--- config.mk ---
export PLATFORM = sky130hd
export DESIGN_NAME = drst_ctrl
export DESIGN_NICKNAME = d
export VERILOG_FILES = /design/src/hdl/drst_pkg.sv /design/src/hdl/drst_ctrl.sv
export SDC_FILE = /design/constraint.sdc
export NUM_CORES = 1
export LEC_CHECK = 0
export BUFFER_PORTS_ARGS = -buffer_cell sky130_fd_sc_hd__buf_2
export CORE_AREA = 2 2 39 41
export DETAILED_ROUTE_END_ITERATION = 6
export DIE_AREA = 0 0 41 43
export SETUP_SLACK_MARGIN = 0.4
export SYNTH_ARGS = -nofsm -noshare
export SYNTH_HDL_FRONTEND = slang
export SYNTH_SLANG_ARGS = --single-unit
--- constraint.sdc ---
create_clock -name clk -period 1 [get_ports clk]
set_input_delay 0.1 -clock clk [delete_from_list [all_inputs] [get_ports clk]]
set_output_delay 0.1 -clock clk [all_outputs]
set_load 0.03 [all_outputs]
--- src/hdl/drst_pkg.sv ---
package drst_pkg;

  typedef enum logic [1:0] {
    FUNC_TOUCH   = 2'd0,
    FUNC_CLEAR   = 2'd1,
    FUNC_OFFER   = 2'd2,
    FUNC_REGIONS = 2'd3
  } func_t;

  // Datapath work selected by the controller.
  typedef enum logic [2:0] {
    OP_IDLE,
    OP_INIT,
    OP_CLEAR,
    OP_TOUCH,
    OP_OFFER,
    OP_SCAN,
    OP_FIN
  } op_t;

  localparam logic [6:0] MaxRegions = 7'd64;

  typedef struct packed {
    func_t      func;
    logic [8:0] rect_left;
    logic [8:0] rect_top;
    logic [8:0] rect_right;
    logic [8:0] rect_bottom;
    logic [6:0] region_cap;
  } in_item_t;

  typedef struct packed {
    logic       region_valid;
    logic [8:0] region_x;
    logic [8:0] region_y;
    logic [8:0] region_w;
    logic [8:0] region_h;
    logic       last;
  } out_item_t;

  typedef struct packed {
    logic [8:0] left;
    logic [8:0] right;
  } span_t;

  typedef struct packed {
    logic load;
    op_t  mode;
  } drst_cmd_t;

  typedef struct packed {
    logic walk_done;
    logic scan_done;
  } drst_sts_t;

endpackage

--- src/hdl/drst_ctrl.sv ---
module drst_ctrl import drst_pkg::*; (
  input  logic      clk,
  input  logic      rst_n,
  input  logic      start,
  input  func_t     func,
  input  drst_sts_t sts,
  output logic      busy,
  output drst_cmd_t cmd
);

  typedef enum logic [2:0] {
    ST_INIT,
    ST_IDLE,
    ST_WALK,
    ST_SCAN,
    ST_FIN
  } state_t;

  state_t state_r;
  op_t    mode_r;
  logic   busy_r;
  logic   load;

  assign load     = start && !busy_r;
  assign busy     = busy_r;
  assign cmd.load = load;
  assign cmd.mode = mode_r;

  always_ff @(posedge clk) begin
    if (!rst_n) begin
      state_r <= ST_INIT;
      mode_r  <= OP_INIT;
      busy_r  <= 1'b1;
    end else begin
      unique case (state_r)
        ST_IDLE: begin
          if (load) begin
            busy_r <= 1'b1;
            unique case (func)
              FUNC_TOUCH: begin
                state_r <= ST_WALK;
                mode_r  <= OP_TOUCH;
              end
              FUNC_CLEAR: begin
                state_r <= ST_WALK;
                mode_r  <= OP_CLEAR;
              end
              FUNC_OFFER: begin
                state_r <= ST_WALK;
                mode_r  <= OP_OFFER;
              end
              FUNC_REGIONS: begin
                state_r <= ST_SCAN;
                mode_r  <= OP_SCAN;
              end
              default: begin
                state_r <= ST_IDLE;
                mode_r  <= OP_IDLE;
                busy_r  <= 1'b0;
              end
            endcase
          end
        end
        ST_INIT, ST_WALK: begin
          if (sts.walk_done) begin
            state_r <= ST_IDLE;
            mode_r  <= OP_IDLE;
            busy_r  <= 1'b0;
          end
        end
        ST_SCAN: begin
          if (sts.scan_done) begin
            state_r <= ST_FIN;
            mode_r  <= OP_FIN;
          end
        end
        ST_FIN: begin
          state_r <= ST_IDLE;
          mode_r  <= OP_IDLE;
          busy_r  <= 1'b0;
        end
        default: begin
          state_r <= ST_IDLE;
          mode_r  <= OP_IDLE;
          busy_r  <= 1'b0;
        end
      endcase
    end
  end

endmodule

==> results of run 1 <==
==> state kept, by name, summed over array words and instances, names as in the netlist <==
name	count
mode_r	3
state_r	3
busy	1
==> cell usage after synthesis <==
master / count / area share, %
inv_1: 4 / 3.5
o32ai_1: 1 / 2.1
and2b_2: 2 / 4.1
nand2_1: 3 / 2.6
nor2b_1: 2 / 2.9
ha_1: 4 / 12
buf_4: 1 / 1.8
a21o_1: 1 / 1.8
nand2b_4: 1 / 3.2
nor2_1: 1 / 0.88
nand3_1: 1 / 1.2
nand3b_1: 1 / 1.8
and4bb_2: 1 / 2.9
nand2b_1: 1 / 1.5
o21ai_0: 2 / 2.3
or3b_4: 1 / 2.6
nand4_1: 1 / 1.5
o221a_2: 1 / 2.6
a31oi_4: 1 / 5.0
o221ai_1: 2 / 4.1
nor3_1: 3 / 3.5
a21boi_0: 2 / 3.5
dfxtp_1: 7 / 33
==> worst max-delay path by stage <==
stage                             endpoint  slack (ns)               startpoint  cells after the start
floorplan           mode_r[2]$_SDFFE_PN0P_       -0.17        busy$_SDFFE_PN1P_                      3
global placement    mode_r[2]$_SDFFE_PN0P_       -0.18  state_r[0]$_SDFFE_PN0P_                      3
detailed placement  mode_r[2]$_SDFFE_PN0P_       -0.17  state_r[1]$_SDFFE_PN0P_                      3
CTS                 mode_r[2]$_SDFFE_PN0P_       -0.18        busy$_SDFFE_PN1P_                      3
global route        mode_r[1]$_SDFFE_PN0P_       -0.23        busy$_SDFFE_PN1P_                      3
finish              mode_r[1]$_SDFFE_PN0P_       -0.17  state_r[1]$_SDFFE_PN0P_                      3
==> worst max-delay path, stage by stage (launching register included) <==
cell and delay (ns):
dfxtp_2 0.33, or3b_4 0.42, a31oi_4 0.17, o221ai_1 0.12
==> logic make-up after synthesis <==
group,share of synthesized area [%]
simple gates,28.7
compound gates,21.4
flops,32.8
buf+inv,5.28
fa+ha+maj,11.7
==> stage by stage <==
stage               util (%)  worst slack (ns)  std cells  hold slack, ns  setup TNS [ns]
finish                  45.8            -0.171         82           0.100          -0.834
global placement        40.4            -0.177         78           0.352          -0.774
CTS                     44.8            -0.178         82          0.0910          -0.889
detailed placement      40.4            -0.167         78           0.357          -0.744
global route            45.8            -0.226         82          0.0877           -1.23
floorplan                  -            -0.171         44           0.179          -0.771
==> per-layer routing <==
layer | track usage (%) | vias up | share of wire, %
met3 | 7.85 | 0 | 6.8
li1 | - | 205 | -
met5 | 0 | - | 0
met4 | 6.00 | 0 | 0
met1 | 15.2 | 180 | 41
met2 | 22.5 | 10 | 52
==> power by group through the flow <==
stage | registers, mW | clock network (mW) | logic, mW
after CTS | 0.323 | 0.279 | 0.238
after detailed placement | 0.325 | 0 | 0.216
after global placement | 0.325 | 0 | 0.215
after global routing | 0.328 | 0.298 | 0.267
after floorplan | 0.353 | 0 | 0.103
final | 0.324 | 0.260 | 0.243
==> cell type report <==
| type | instances | area share, % |
|---|---|---|
| multi-input combinational | 32 | 43.6 |
| sequential | 7 | 23.7 |
| inverter | 4 | 2.37 |
| clock buffer | 4 | 4.14 |
| timing repair buffer | 19 | 23.1 |
| tap | 16 | 3.16 |
==> what timing repair did <==
action / CTS / global route
endpoints found under the setup margin: 12 / 12
resized for setup: 13 / 5
pin swaps: 2 / 0
buffers inserted: 0 / 0
==> out/metrics.yaml, run 1 <==
worst_setup_path:
  rr_endpoint: "mode_r[1]$_SDFFE_PN0P_"
  startpoint_type: "flop"
  cp_data_required_time_ns: 1.12
  critical_path_class: "reg -> reg"
  critPathCaptureType: "flop"
  arrival_ns: 1.29
  critPathMaxFanout: 4
  reg2reg_setup_slack_ns: -0.17
  r2r_cells: 3
  rr_startpoint: "state_r[1]$_SDFFE_PN0P_"
cells_and_area:
  fin_nets: 78
  multiInputGateArea_sq_um: 277
  area_delta_synth_final_pct: 48.7
  fillCellCount: 141
  seqCellArea_sq_um: 150
  fin_area_sq_um: 634
  layout_common_cells: "buf_4 (8), buf_2 (6), dfxtp_2 (5), buf_6 (5)"
  drive_gt1_share_pct: 56.1
  final_common_cell: "buf_4"
  diodes: 0
synthesis:
  synth_cell_types: 23
  ys_ff_latch: 7
  syn_nets: 55
  syn_avg_cell_area_sq_um: 9.70
  seq_area_frac_synth_pct: 32.8
  yosys_warnings: 0
  synthCells: 44
  syn_area_sq_um: 427
timing:
  fin_ws_ns: -0.171
  fin_skew_ns: 0.00418
  final_hold_viol_count: 0
  rsz0062_at_grt: "true"
  maxSlewViolCount: 0
  fmax_ghz: 0.854
  max_slew.worst_pin.slew_ns: 0.269
  finalSetupViolCount: 7
  fin_crit_ns: 1.17
  fin_crit_sh_pct: 117
  slew_headroom_pct: 82.0
clock_network:
  tritoncts: "built"
  clk_path_buf_depth: 2
  clock_latency_ns: 0.25
  ctsHoldBuffers: 0
  clk_pin_slew_ns: 0.05
  numCtsBuffers: 3
  cts_sinks: 7
  cts_htree_levels: 1
  root_buffer: "clkbuf_4"
power:
  powerDensity_nw_per_um2: 1300
  pwr-share-seq_pct: 39.2
  fin_total_pwr_mw: 0.826
  clockPowerShare_pct: 31.4
  p_comb_share_pct: 29.4
  p_leak_nw: 0.301
  p_sw_share_pct: 29.6
  power.internal_mw: 0.582
  p_switching_mw: 0.244
  vdd_drop_max_mv: 0.540
routing:
  drtIter0Drc: 3
  routed_wl_microns: 913
  vias: 395
  vias_per_cell: 4.82
  drc: 0
  ant_nets: 0
  drtPass1Iterations: 2
  wire_per_inst_microns: 11.1
worst_hold_path:
  hold_depth: 2
  min_to: "mode_r[0]$_SDFFE_PN1P_"
  holdCritPathClass: "in -> reg"
  hold_start: "rst_n"
global_routing:
  grt_usage_pct: 14.4
  gr-total-overflow: 0
  grt_max_degree: 9
  grt_pass1_vias: 403
  antenna_found_initial: 0
  grt_pass1_wl_microns: 1660
placement:
  place_area_sq_um: 559
  dp.final_hpwl_microns: 729
  port_buffers: 11
  place_congestion: 0.732
floorplan:
  ioPinCount: 12
  start_util_pct: 30.8
  row_count: 14
  core_area_sq_um: 1380
  die_w_microns: 41
  die_h_microns: 43
  dieArea_sq_um: 1760
status:
  violations: "setup timing"
  status: "complete, but fails checks"
flow_run:
  cap_violations: 0
No activity file was read; power rests on OpenSTA's default activity.
==> run 2, diff against run 1 <==
--- a/config.mk
+++ b/config.mk
@@ -5,7 +5,7 @@
 export SDC_FILE = /design/constraint.sdc
 export NUM_CORES = 1
 export LEC_CHECK = 0
-export BUFFER_PORTS_ARGS = -buffer_cell sky130_fd_sc_hd__buf_2
+export BUFFER_PORTS_ARGS = -buffer_cell sky130_fd_sc_hd__buf_4
 export CORE_AREA = 2 2 39 41
 export DETAILED_ROUTE_END_ITERATION = 6
 export DIE_AREA = 0 0 41 43
==> run 2 against run 1 <==
Effect of this change:
- the run still ends with setup timing left
- highest routed layer is now met4
- total power rose by 2.1%
- critical path depth did not move
- critical path type unchanged
- flip-flop and latch count unchanged
- largest power group unchanged
- global-route usage fell by 0.42 points
- sequential power barely moved
- sequential share of layout area down 0.62 points
- maximum frequency shrank 1.7%
==> out/metrics.yaml, run 2 (same netlist as run 1, synthesis figures left out) <==
routing:
  drc: 0  # unchanged
  drtIter0Drc: 1  # -2
  wire_per_inst_microns: 12.0  # +7.6%
  drtPass1Iterations: 3  # +1
  ant_nets: 0  # unchanged
  routed_wl_microns: 982  # +7.6%
  vias: 387  # -2.0%
  vias_per_cell: 4.72  # -2.0%
floorplan:
  die_h_microns: 43  # unchanged
  core_area_sq_um: 1380  # unchanged
  die_w_microns: 41  # unchanged
  row_count: 14  # unchanged
  start_util_pct: 30.8  # unchanged
  ioPinCount: 12  # unchanged
  dieArea_sq_um: 1760  # unchanged
worst_setup_path:
  critPathMaxFanout: 4  # unchanged
  critPathLaunch: "busy$_SDFFE_PN1P_"
  rr_startpoint: "busy$_SDFFE_PN1P_"
  arrival_ns: 1.32  # +0.03 ns
  critPathCaptureType: "flop"
  startpoint_type: "flop"
  r2r_cells: 3  # unchanged
  crit_end: "mode_r[0]$_SDFFE_PN1P_"
  cp_data_required_time_ns: 1.13  # about the same
  critical_path_class: "reg -> reg"
  reg2reg_setup_slack_ns: -0.19  # -0.02 ns
  rr_endpoint: "mode_r[0]$_SDFFE_PN1P_"
timing:
  fin_crit_sh_pct: 119  # +2.0 points
  finalSetupViolCount: 7  # unchanged
  fin_crit_ns: 1.19  # +0.0203 ns
  fin_skew_ns: 0.00895  # +0.00476 ns
  hold_slack_ns: 0.0894  # -0.0110 ns
  maxSlewViolCount: 0  # unchanged
  fin_ws_ns: -0.191  # -0.0203 ns
  slew_headroom_pct: 85.4  # +3.3 points
  fmax_ghz: 0.839  # -1.7%
  max_slew.worst_pin.slew_ns: 0.220  # -0.0496 ns
  final_hold_viol_count: 0  # unchanged
  rsz0062_at_grt: "true"
global_routing:
  gr-usage-met1_pct: 14.8  # -0.37 points
  gr-usage-met2_pct: 21.6  # -0.94 points
  met3_usage_pct: 6.28  # -1.6 points
  grt_pass1_vias: 395  # -2.0%
  grt_max_degree: 9  # unchanged
  gr-total-overflow: 0  # unchanged
  grt_usage_pct: 14.0  # -0.42 points
  grt_busiest_layer: "met2"
  antenna_found_initial: 0  # unchanged
  grt_pass1_wl_microns: 1590  # -3.8%
placement:
  place_congestion: 0.754  # +3.1%
  place_area_sq_um: 564  # +0.89%
  dp.final_hpwl_microns: 715  # -2.0%
  dp_cells: 75  # -3.8%
  port_buffers: 11  # unchanged
cells_and_area:
  final_common_cell: "buf_4"
  seqCellArea_sq_um: 151  # +0.83%
  area_delta_synth_final_pct: 54.0
  final_util_pct: 47.5  # +1.6 points
  multiInputGateArea_sq_um: 283  # +2.3%
  fin_area_sq_um: 657  # +3.6%
  fin_nets: 78  # unchanged
  layout.cells.non_filler: 82  # unchanged
  fillCellCount: 139  # -1.4%
  diodes: 0  # unchanged
  layout_common_cells: "buf_4 (14), dfxtp_2 (6), buf_6 (5)"
  drive_gt1_share_pct: 60.6  # +4.5 points
power:
  powerDensity_nw_per_um2: 1280  # -1.4%
  vdd_drop_max_mv: 0.715  # +33%
  p_leak_nw: 0.309  # +2.7%
  fin_total_pwr_mw: 0.844  # +2.1%
clock_network:
  root_buffer: "clkbuf_4"
  clock_latency_ns: 0.25  # about the same
  clk_pin_slew_ns: 0.06  # about the same
  clk_path_buf_depth: 2  # unchanged
  cts_sinks: 7  # unchanged
  tritoncts: "built"
  numCtsBuffers: 3  # unchanged
  cts_htree_levels: 1  # unchanged
flow_run:
  cap_violations: 0  # unchanged
status:
  violations: "setup timing"
  status: "complete, but fails checks"
worst_hold_path:
  holdCritPathClass: "in -> reg"
[run 2: changes by cell type in the layout (fill, tap and decap cells not counted)]
cell | previous run | this run
nor2b_2 | 0 | 1
buf_2 | 6 | 0
buf_4 | 8 | 14
a21boi_2 | 0 | 1
nor2b_1 | 2 | 1
dfxtp_2 | 5 | 6
dfxtp_1 | 1 | 0
a21boi_1 | 2 | 1
[run 2: critical path, cell delays in order (launching register included)]
cell and delay (ns):
dfxtp_4 0.34, or3b_4 0.40, a31oi_4 0.18, o221ai_1 0.13
[run 2: per-stage QoR]
stage,worst slack (ns),TNS (ns)
2_1_floorplan,-0.171,-0.771
3_3_place_gp,-0.170,-0.738
3_5_place_dp,-0.194,-0.853
4_1_cts,-0.197,-0.907
5_1_grt,-0.233,-1.21
6_report,-0.191,-0.934
[run 2: worst min path at each step]
| stage | slack (ns) | to | start | cells after the start |
|---|---|---|---|---|
| after floorplan | 0.18 | mode_r[0]$_SDFFE_PN1P_ | rst_n | 1 |
| after global placement | 0.35 | mode_r[0]$_SDFFE_PN1P_ | rst_n | 2 |
| after detailed placement | 0.35 | mode_r[0]$_SDFFE_PN1P_ | rst_n | 2 |
| after CTS | 0.08 | mode_r[0]$_SDFFE_PN1P_ | rst_n | 2 |
| after global routing | 0.1 | mode_r[0]$_SDFFE_PN1P_ | rst_n | 2 |
| final | 0.09 | mode_r[0]$_SDFFE_PN1P_ | rst_n | 2 |
[run 2: per-layer routing]
| layer | part of all wire, % | vias up |
|---|---|---|
| li1 | - | 203 |
| met2 | 50 | 9 |
| met3 | 6.5 | 4 |
| met4 | 1.9 | 0 |
| met5 | 0 | - |
| met1 | 41 | 171 |
[run 2: final cells by class]
cell class	count	share of cell area, %
multi-input combinational	32	43.0
timing repair buffer	19	24.6
sequential	7	23.0
clock buffer	4	4.00
tap	16	3.05
inverter	4	2.29
[run 2: report_power, final]
| group | switching [mW] | total, mW | internal (mW) |
|---|---|---|---|
| combinational | 0.123 | 0.258 | 0.135 |
| clock | 0.110 | 0.263 | 0.153 |
| sequential | 0.0183 | 0.323 | 0.305 |
| total | 0.252 | 0.844 | 0.592 |
[run 2: repair_timing]
| item | 4_1_cts | 5_1_grt |
|---|---|---|
| buffers inserted | 2 | 1 |
| pin swaps | 2 | 0 |
| gates resized for setup | 10 | 5 |
| endpoints found under the setup margin | 12 | 12 |
| hold buffers | 0 | 0 |
==> run 3, diff against run 2 <==
==> constraint.sdc (replaced) <==
create_clock -name clk -period 1.5 [get_ports clk]
set_input_delay 0.15 -clock clk [delete_from_list [all_inputs] [get_ports clk]]
set_output_delay 0.15 -clock clk [all_outputs]
set_load 0.05 [all_outputs]
==> run 3 against run 2 <==
Effect of this change:
- the flow now finishes without violations
- via count is 6.7% lower
- final area is 12% lower
- critical path depth stayed put
- final cell count is 9.8% lower
- utilization is 5.8 points lower
- non-clock buffer count is 8 lower
- global-route usage is 2.0 points lower
- clock skew is 0.0085 ns lower
- count of clock-buffer cells in the layout is 1 lower
- first-iteration DRC count stayed put
- total power is 36% lower
==> out/metrics.yaml, run 3 (same netlist as run 1, synthesis figures left out) <==
worst_setup_path:
  cp.buffers_inverters: 0  # unchanged
  r2r_cells: 3  # unchanged
  crit_chain: "or3b_4 -> a31oi_4 -> o221a_2"
  cp_data_required_time_ns: 1.70  # +0.57 ns
  crit_cells: 3  # unchanged
  critPathMaxFanout: 5  # +1
  critPathLaunch: "busy$_SDFFE_PN1P_"
  arrival_ns: 1.38  # +0.06 ns
  startpoint_type: "flop"
  critPathCaptureType: "flop"
  critPathTopFamily: "simple AND/OR/NAND/NOR gates"
  critical_path_class: "reg -> reg"
  critPathSlowestCell: "or3b_4"
  rr_startpoint: "busy$_SDFFE_PN1P_"
  cpPeakStageDelay_ns: 0.41  # about the same
clock_network:
  tritoncts: "built"
  numCtsBuffers: 3  # unchanged
  cts_sinks: 7  # unchanged
  root_buffer: "clkbuf_4"
  clk_pin_slew_ns: 0.05  # about the same
  postCtsSetupBuffers: 0  # -2
  ctsHoldBuffers: 0  # unchanged
  cts_htree_levels: 1  # unchanged
  clock_latency_ns: 0.25  # about the same
  clk_path_buf_depth: 2  # unchanged
floorplan:
  die_h_microns: 43  # unchanged
  die_w_microns: 41  # unchanged
  start_util_pct: 30.8  # unchanged
  row_count: 14  # unchanged
  ioPinCount: 12  # unchanged
  dieArea_sq_um: 1760  # unchanged
  core_area_sq_um: 1380  # unchanged
routing:
  routed_wl_microns: 844  # -14%
  wl_met2_microns: 430  # -13%
  vias_per_cell: 4.88  # +3.4%
  wl_met3_microns: 35  # -45%
  drc: 0  # unchanged
  vias: 361  # -6.7%
  wire_per_inst_microns: 11.4  # -4.8%
  drtIter0Drc: 1  # unchanged
  wl_met1_microns: 349  # -14%
  ant_nets: 0  # unchanged
  drtPass1Iterations: 4  # +1
  routed.top_layer: "met4"
timing:
  fin_crit_sh_pct: 78.7  # -40 points
  finalSetupViolCount: 0  # -7
  final_hold_viol_count: 0  # unchanged
  maxSlewViolCount: 0  # unchanged
  max_slew.worst_pin.slew_ns: 0.371  # +0.151 ns
  fin_skew_ns: 0.000398  # -0.00855 ns
  slew_headroom_pct: 75.1  # -10 points
  fmax_ghz: 0.847  # +0.92%
  totalNegativeSetupSlack_ns: 0  # +0.934 ns
  fin_crit_ns: 1.18  # -0.0108 ns
  rsz0062_at_grt: "true"
global_routing:
  grt_max_degree: 9  # unchanged
  grt_pass1_vias: 330  # -16%
  antenna_found_initial: 0  # unchanged
  grt_usage_pct: 12.0  # -2.0 points
  gr-total-overflow: 0  # unchanged
  grt_pass1_wl_microns: 1320  # -17%
cells_and_area:
  layout_common_cells: "buf_4 (10), inv_1 (4), ha_1 (4)"
  final_util_pct: 41.7  # -5.8 points
  drive_gt1_share_pct: 50.0  # -11 points
  fin_nets: 70  # -10%
  layout.cells.non_filler: 74  # -9.8%
  fin_area_sq_um: 577  # -12%
  diodes: 0  # unchanged
  final_common_cell: "buf_4"
  area_delta_synth_final_pct: 35.2
power:
  p_sw_share_pct: 32.7  # +2.9 points
  vdd_drop_max_mv: 0.361  # -49%
  p_switching_mw: 0.177  # -30%
  p_comb_share_pct: 28.7  # -1.8 points
  pwr-share-seq_pct: 39.7  # +1.4 points
  power.internal_mw: 0.365  # -38%
  p_leak_nw: 0.265  # -14%
  clockPowerShare_pct: 31.6  # +0.4 points
  fin_total_pwr_mw: 0.542  # -36%
  powerDensity_nw_per_um2: 939  # -27%
worst_hold_path:
  hold_start: "rst_n"
  holdCritPathClass: "in -> reg"
  hold_depth: 2  # unchanged
placement:
  dp.final_hpwl_microns: 632  # -11%
  port_buffers: 11  # unchanged
  dp_cells: 70  # -6.7%
  place_congestion: 0.713  # -5.4%
  place_area_sq_um: 526  # -6.9%
flow_run:
  cap_violations: 0  # unchanged
status:
  status: "completed"
[run 3: cell count changes in the layout (fill, tap and decap cells not counted), sizes merged]
cell,delta
clkbuf,-1
buf,-8
clkinv,+1
[run 3: path summary, 6_finish.rpt]
kind | endpoint | slack, ns
setup / recovery | mode_r[2]$_SDFFE_PN0P_ | 0.32
hold / removal | mode_r[0]$_SDFFE_PN1P_ | 0.14
setup reg to reg | mode_r[2]$_SDFFE_PN0P_ | 0.32
hold reg to reg | busy$_SDFFE_PN1P_ | 0.49
[run 3: power by group through the flow]
stage	Combinational (mW)	Clock [mW]	Sequential, mW
final	0.156	0.171	0.215
after global routing	0.168	0.192	0.217
after CTS	0.153	0.181	0.215
after detailed placement	0.148	0	0.218
after global placement	0.149	0	0.218
after floorplan	0.0715	0	0.250
[run 3: final cells by class]
cell class,count,area [sq um]
Fill cell,150,807
Inverter,4,15.0
Tap cell,16,20.0
Clock buffer,3,22.5
Timing Repair Buffer,11,86.3
Sequential cell,7,148
Clock inverter,1,5.00
Multi-Input combinational cell,32,280
[run 3: repair_timing]
item                                    4_1_cts  5_1_grt
gates cloned                                  0        0
gates resized for setup                       4        4
endpoints found under the setup margin        4        7
pin swaps                                     0        0
[run 3: metrics by stage]
step / hold slack (ns) / worst slack [ns]
2_1_floorplan: 0.229 / 0.298
3_3_place_gp: 0.406 / 0.330
3_5_place_dp: 0.406 / 0.320
4_1_cts: 0.134 / 0.319
5_1_grt: 0.132 / 0.283
6_report: 0.140 / 0.319
[run 3: per-layer routing]
layer / GRT usage (%) / up-vias
met5: 0 / -
met4: 8.00 / 0
met3: 7.85 / 2
met2: 17.2 / 8
met1: 11.9 / 163
li1: - / 188
